$ cat src/rtl/core/dwsp_pkg.sv
`default_nettype none

package dwsp_pkg;

  // Field widths
  localparam int SPEED_BITS     = 16;
  localparam int GAIN_BITS      = 16;
  localparam int DRIVE_BITS     = 32;
  localparam int INTEG_BITS     = 32;
  localparam int GAIN_FRAC_BITS = 12;
  localparam int CFG_IDX_BITS   = 2;

  // Register defaults (unsigned Q4.12)
  localparam logic [GAIN_BITS-1:0] RESET_PROP  = 16'd20480;
  localparam logic [GAIN_BITS-1:0] RESET_INTEG = 16'd410;
  localparam logic [GAIN_BITS-1:0] RESET_DERIV = 16'd0;

  // Configuration register indexes
  localparam logic [CFG_IDX_BITS-1:0] CFG_GAIN_PROP  = 2'd0;
  localparam logic [CFG_IDX_BITS-1:0] CFG_GAIN_INTEG = 2'd1;
  localparam logic [CFG_IDX_BITS-1:0] CFG_GAIN_DERIV = 2'd2;

  typedef struct packed {
    logic signed [SPEED_BITS-1:0] target_left;
    logic signed [SPEED_BITS-1:0] target_right;
    logic signed [SPEED_BITS-1:0] measured_left;
    logic signed [SPEED_BITS-1:0] measured_right;
  } in_item_t;

  typedef struct packed {
    logic signed [DRIVE_BITS-1:0] drive_left;
    logic signed [DRIVE_BITS-1:0] drive_right;
  } out_item_t;

  typedef struct packed {
    logic [GAIN_BITS-1:0] prop;
    logic [GAIN_BITS-1:0] integ;
    logic [GAIN_BITS-1:0] deriv;
  } gains_t;

endpackage

`default_nettype wire

$ cat src/rtl/core/dwsp_wheel.sv
`default_nettype none

module dwsp_wheel #(
  parameter int FRAC_BITS = dwsp_pkg::GAIN_FRAC_BITS,
  parameter bit NEGATE    = 1'b0
) (
  input  wire logic                                    clk,
  input  wire logic                                    rst,
  input  wire logic                                    en,
  input  wire dwsp_pkg::gains_t                        gains,
  input  wire logic signed [dwsp_pkg::SPEED_BITS-1:0]  target,
  input  wire logic signed [dwsp_pkg::SPEED_BITS-1:0]  measured,
  output logic signed [dwsp_pkg::DRIVE_BITS-1:0]       drive
);

  localparam int EW    = dwsp_pkg::SPEED_BITS + 1;
  localparam int GW    = dwsp_pkg::GAIN_BITS + 1;
  localparam int IW    = dwsp_pkg::INTEG_BITS;
  localparam int DW    = dwsp_pkg::DRIVE_BITS;
  localparam int PPW   = EW + GW;
  localparam int IPW   = IW + GW;
  localparam int SUM_W = IPW + 2;

  localparam logic [SUM_W-1:0] BIAS = (SUM_W'(1) << FRAC_BITS) - SUM_W'(1);
  localparam logic [IW-1:0] IMAX = {1'b0, {(IW-1){1'b1}}};
  localparam logic [IW-1:0] IMIN = {1'b1, {(IW-1){1'b0}}};
  localparam logic [DW-1:0] DMAX = {1'b0, {(DW-1){1'b1}}};
  localparam logic [DW-1:0] DMIN = {1'b1, {(DW-1){1'b0}}};

  logic signed [IW-1:0]                   integ;
  logic signed [IW-1:0]                   integ_next;
  logic signed [dwsp_pkg::SPEED_BITS-1:0] prev_meas;

  logic signed [EW-1:0]    err;
  logic signed [EW-1:0]    der;
  logic signed [IW:0]      integ_wide;
  logic signed [GW-1:0]    kp_s;
  logic signed [GW-1:0]    ki_s;
  logic signed [GW-1:0]    kd_s;
  logic signed [PPW-1:0]   prod_p;
  logic signed [IPW-1:0]   prod_i;
  logic signed [PPW-1:0]   prod_d;
  logic signed [SUM_W-1:0] sum;
  logic signed [SUM_W-1:0] biased;
  logic signed [SUM_W-1:0] shifted;
  logic signed [SUM_W-1:0] signed_val;
  logic                    all_ones;
  logic                    all_zeros;

  // Error and derivative on measurement
  assign err = EW'(target) - EW'(measured);
  assign der = EW'(prev_meas) - EW'(measured);

  // Accumulate and clamp the integral
  assign integ_wide = (IW+1)'(integ) + (IW+1)'(err);
  always_comb begin
    if (integ_wide[IW] != integ_wide[IW-1]) begin
      integ_next = integ_wide[IW] ? $signed(IMIN) : $signed(IMAX);
    end else begin
      integ_next = integ_wide[IW-1:0];
    end
  end

  // Gain products, gains zero extended to signed
  assign kp_s   = $signed({1'b0, gains.prop});
  assign ki_s   = $signed({1'b0, gains.integ});
  assign kd_s   = $signed({1'b0, gains.deriv});
  assign prod_p = PPW'(err) * PPW'(kp_s);
  assign prod_i = IPW'(integ_next) * IPW'(ki_s);
  assign prod_d = PPW'(der) * PPW'(kd_s);
  assign sum    = SUM_W'(prod_p) + SUM_W'(prod_i) + SUM_W'(prod_d);

  // Drop fraction bits, truncating toward zero
  assign biased  = sum[SUM_W-1] ? (sum + $signed(BIAS)) : sum;
  assign shifted = biased >>> FRAC_BITS;

  // Negate when asked, then clamp to the drive range
  assign signed_val = NEGATE ? -shifted : shifted;
  assign all_ones   = &signed_val[SUM_W-1:DW-1];
  assign all_zeros  = ~|signed_val[SUM_W-1:DW-1];
  always_comb begin
    if (all_ones || all_zeros) begin
      drive = signed_val[DW-1:0];
    end else begin
      drive = signed_val[SUM_W-1] ? $signed(DMIN) : $signed(DMAX);
    end
  end

  // Advance per-wheel state on each transfer into the result register
  always_ff @(posedge clk) begin
    if (rst) begin
      integ     <= '0;
      prev_meas <= '0;
    end else if (en) begin
      integ     <= integ_next;
      prev_meas <= measured;
    end
  end

endmodule

`default_nettype wire

$ cat config.mk
export PLATFORM = sky130hd
export DESIGN_NAME = dwsp_wheel
export DESIGN_NICKNAME = d
export VERILOG_FILES = /design/src/rtl/core/dwsp_pkg.sv /design/src/rtl/core/dwsp_wheel.sv
export SDC_FILE = /design/constraint.sdc
export NUM_CORES = 2
export LEC_CHECK = 0
export ABC_AREA = 1
export BUFFER_PORTS_ARGS = -buffer_cell sky130_fd_sc_hd__buf_4
export CORE_MARGIN = 2
export CORE_UTILIZATION = 35
export CTS_BUF_LIST = sky130_fd_sc_hd__clkbuf_4 sky130_fd_sc_hd__clkbuf_8
export CTS_CLUSTER_DIAMETER = 60
export DETAILED_ROUTE_END_ITERATION = 16
export GPL_TIMING_DRIVEN = 1
export SLEW_MARGIN = 20
export SYNTH_ARGS = -nofsm -noshare
export SYNTH_HDL_FRONTEND = slang
export SYNTH_SLANG_ARGS = --single-unit
$ cat constraint.sdc
create_clock -name clk -period 19.85 [get_ports clk]
set_input_delay 3.97 -clock clk [delete_from_list [all_inputs] [get_ports clk]]
set_output_delay 3.97 -clock clk [all_outputs]
set_load 0.05 [all_outputs]
==> impl_metrics.py <==
metrics = {
    "critical_path": {
        "critPathMaxStageDelay_ps": 600,
        "cp_slowest_cell": "fa_2",
        "r2r_slack_ps": 15780,
        "critPathKind": "in -> out",
        "cp_max_fo": 7,
        "worstSetupStartpoint": "measured[0]",
        "critPathCaptureType": "output pin",
        "critPathLaunchType": "primary input",
        "reg2reg_from": "integ[2]",
        "crit-reg2reg-capture": "integ[29]",
        "crit_required_ps": 15880,
        "arrival_ps": 17140,
        "crit_top_cell": "nand2_4",
        "crit_path_end": "drive[2]",
        "rr_worst_depth": 23,
    },
    "min_path": {
        "hold_depth": 2,
        "hold_path_class": "reg -> reg",
        "hp-start": "prev_meas[4]",
    },
    "placed_design": {
        "dpl.cell_count": 8852,
        "dpl_cell_area_sq_um": 58310,
        "io_buffers": 114,
        "dpl.hpwl_mm": 154.9,
        "dp_slack_ps": -2368,
        "gp_congestion": 0.9748,
    },
    "timing": {
        "tightest_slew_ps": 970.0,
        "fin_skew_ps": 29.58,
        "rsz0062_at_grt": "true",
        "period_minus_slack_ps": 21110,
        "max_slew_margin": 0.3514,
        "period_share": 1.063,
        "fmax_mhz": 47.37,
        "hold_violations": 0,
        "maxSlewViolCount": 0,
        "setup_viol": 32,
        "setup_ws_ps": -1259,
    },
    "cts": {
        "hold_buffers": 0,
        "cts_buffers": 5,
        "cts_max_level": 2,
        "root_buffer": "clkbuf_8",
        "clk_pin_slew_ps": 100,
        "clockBufferDepth": 2,
        "cts_tree": "done",
        "cts_sinks": 48,
        "clk-insertion-delay-late_ps": 380,
    },
    "die": {
        "fp.dieArea_sq_um": 145800,
        "row_count": 138,
        "die_x_microns": 381.9,
        "floorplan.initialDensity": 0.3530,
        "io_pins": 115,
        "dieHeight_microns": 381.9,
        "core_area_sq_um": 141600,
    },
    "route": {
        "wl_per_cell_microns": 19.48,
        "dr.pass1.iters": 8,
        "top_layer": "met5",
        "viasPerCell": 4.769,
        "wl_met3_mm": 11.98,
        "met2WireLength_mm": 79.45,
        "routed_wl_mm": 174.6,
        "vias": 42748,
        "final_antenna_net_count": 0,
        "drt-initial-drc-count": 3143,
        "wl_met1_mm": 78.43,
        "route.detailed.drc": 0,
    },
    "grt": {
        "grt_pass1_wl_mm": 276.4,
        "antenna_found_initial": 6,
        "grt_usage": 0.2477,
        "grt_pass1_vias": 46665,
        "grt_max_degree": 79,
        "gr-total-overflow": 0,
    },
    "finish": {
        "drive_gt1_frac": 0.2171,
        "nNetsFinal": 8764,
        "final_cells": 8964,
        "areaGrowthSynthToFinish_pct": 24.00,
        "stdcell_area_sq_um": 61970,
        "post-route-util": 0.4377,
    },
    "logic_synthesis": {
        "synth_nets": 8014,
        "syn_avg_cell_area_sq_um": 7.909,
        "ys.warnings.count": 0,
        "seq_area_frac_synth": 0.01923,
        "syn_area_sq_um": 49980,
        "synthCells": 6319,
        "synth_seq_cells": 48,
        "post_synth_num_cell_types": 50,
    },
    "run": {
        "drv_cap": 0,
    },
    "run_status": {
        "violations": "setup timing",
        "status": "finished, violations left",
    },
}
[sequential cells by signal, summed over array words and instances (netlist names)]
name	flops
prev_meas	16
integ	32
[metrics by stage]
| stage | setup TNS (ps) | hold WS [ps] |
|---|---|---|
| after floorplan | 0 | 494.4 |
| after global placement | -73600 | 510.5 |
| after detailed placement | -74560 | 521.4 |
| after CTS | -31080 | 543.1 |
| after global routing | -52950 | 566.8 |
| final | -39270 | 539.9 |
[cells in the mapped netlist, drive strengths merged]
cell,n,area share
o21ai,90,0.0091
nor2,683,0.053
clkinv,28,0.0021
a21o,7,0.0011
nand3b,7,0.0011
nor3b,1,0.00015
o311ai,1,0.00018
nor2b,1,0.00013
a31oi,3,0.00038
o31ai,3,0.00045
a21oi,173,0.017
inv,1786,0.13
nor4,1,0.00013
and2,3,0.00038
nand4,45,0.0056
xnor2,17,0.0030
clkbuf,155,0.012
xor2,28,0.0049
nand2,1369,0.11
o2111ai,3,0.00053
o21a,1,0.00015
o221ai,7,0.0012
or2,30,0.0038
nor3,27,0.0030
dfxtp,48,0.019
fa,1288,0.52
a21boi,3,0.00045
nand3,168,0.018
o21bai,7,0.0011
a31o,3,0.00053
buf,8,0.0027
a221oi,1,0.00018
ha,324,0.081
[per-layer routing]
metal | up-vias | global-route usage
li1 | 19521 | -
met1 | 21617 | 0.3553
met2 | 1397 | 0.3999
met3 | 209 | 0.03062
met4 | 4 | 0.05439
met5 | - | 0
[worst min-delay path by stage]
stage                               end  slack, ps
after floorplan           prev_meas[15]        490
after global placement     prev_meas[6]        510
after detailed placement   prev_meas[4]        520
after CTS                  prev_meas[4]        540
after global routing       prev_meas[4]        570
final                      prev_meas[4]        540
[worst max-delay path: cells and delay by family]
family	cells	cell delay [ps]
fa+ha+maj	14	6210
simple gates	29	3140
buf+inv	18	2040
compound gates	10	1310
xor+xnor	2	410
[placed cells by master, fill, tap and decap left out, types with 6 or more instances in the layout]
cell / Yosys / layout
nor2_4: 5 / 47
nand3_2: 5 / 29
clkinv_2: 0 / 9
inv_1: 1776 / 1729
o21bai_1: 7 / 7
or2_2: 28 / 28
buf_6: 1 / 26
inv_2: 10 / 46
ha_1: 324 / 280
buf_12: 6 / 44
fa_1: 1288 / 1235
inv_4: 0 / 6
a21o_1: 7 / 7
nor2_1: 661 / 581
nand2_4: 2 / 77
dfxtp_1: 48 / 48
buf_8: 0 / 35
xnor2_1: 17 / 16
o221ai_1: 7 / 6
a21oi_1: 172 / 150
nand4_1: 45 / 45
nor3_2: 1 / 7
ha_4: 0 / 43
nor2_2: 17 / 55
nand3_1: 161 / 132
nand3_4: 2 / 7
nand3b_1: 7 / 7
nand2_1: 1284 / 1134
buf_4: 0 / 797
xor2_1: 28 / 26
nor3_4: 1 / 6
fa_2: 0 / 53
a21oi_2: 1 / 18
nand2_8: 1 / 6
nand2_2: 82 / 155
nor3_1: 25 / 14
o21ai_0: 88 / 82
clkinv_1: 28 / 15
[final cells by class]
cell class	count	area (sq um)
diodes	4	10.01
clock buffers	5	68.82
multi-input cells	4297	43910
repair buffers	903	7715
well taps	1890	2365
clock inverters	3	68.82
fillers	14278	79610
flip-flops and latches	48	960.9
inverters	1814	6874
[cell families (layout without fill, tap and decap cells)]
logic type	after synthesis	in the layout	share of synthesized area
xor+xnor	45	45	0.007886
other cells	0	4	0
simple gates	2335	2338	0.1926
flops	48	48	0.01923
fa+ha+maj	1612	1612	0.5971
buf+inv	1977	2725	0.1506
compound gates	302	302	0.03265
[repair_timing]
action / 4_1_cts / 5_1_grt
pin swaps: 239 / 105
setup buffers: 78 / 22
resized for setup: 581 / 107
cloned: 4 / 0
setup endpoints to repair: 32 / 32
hold endpoints to repair: 0 / 0
Power is left out: the tool's default activity adds up to more than one toggle a clock period on the data nets, which glitch-free logic cannot reach.
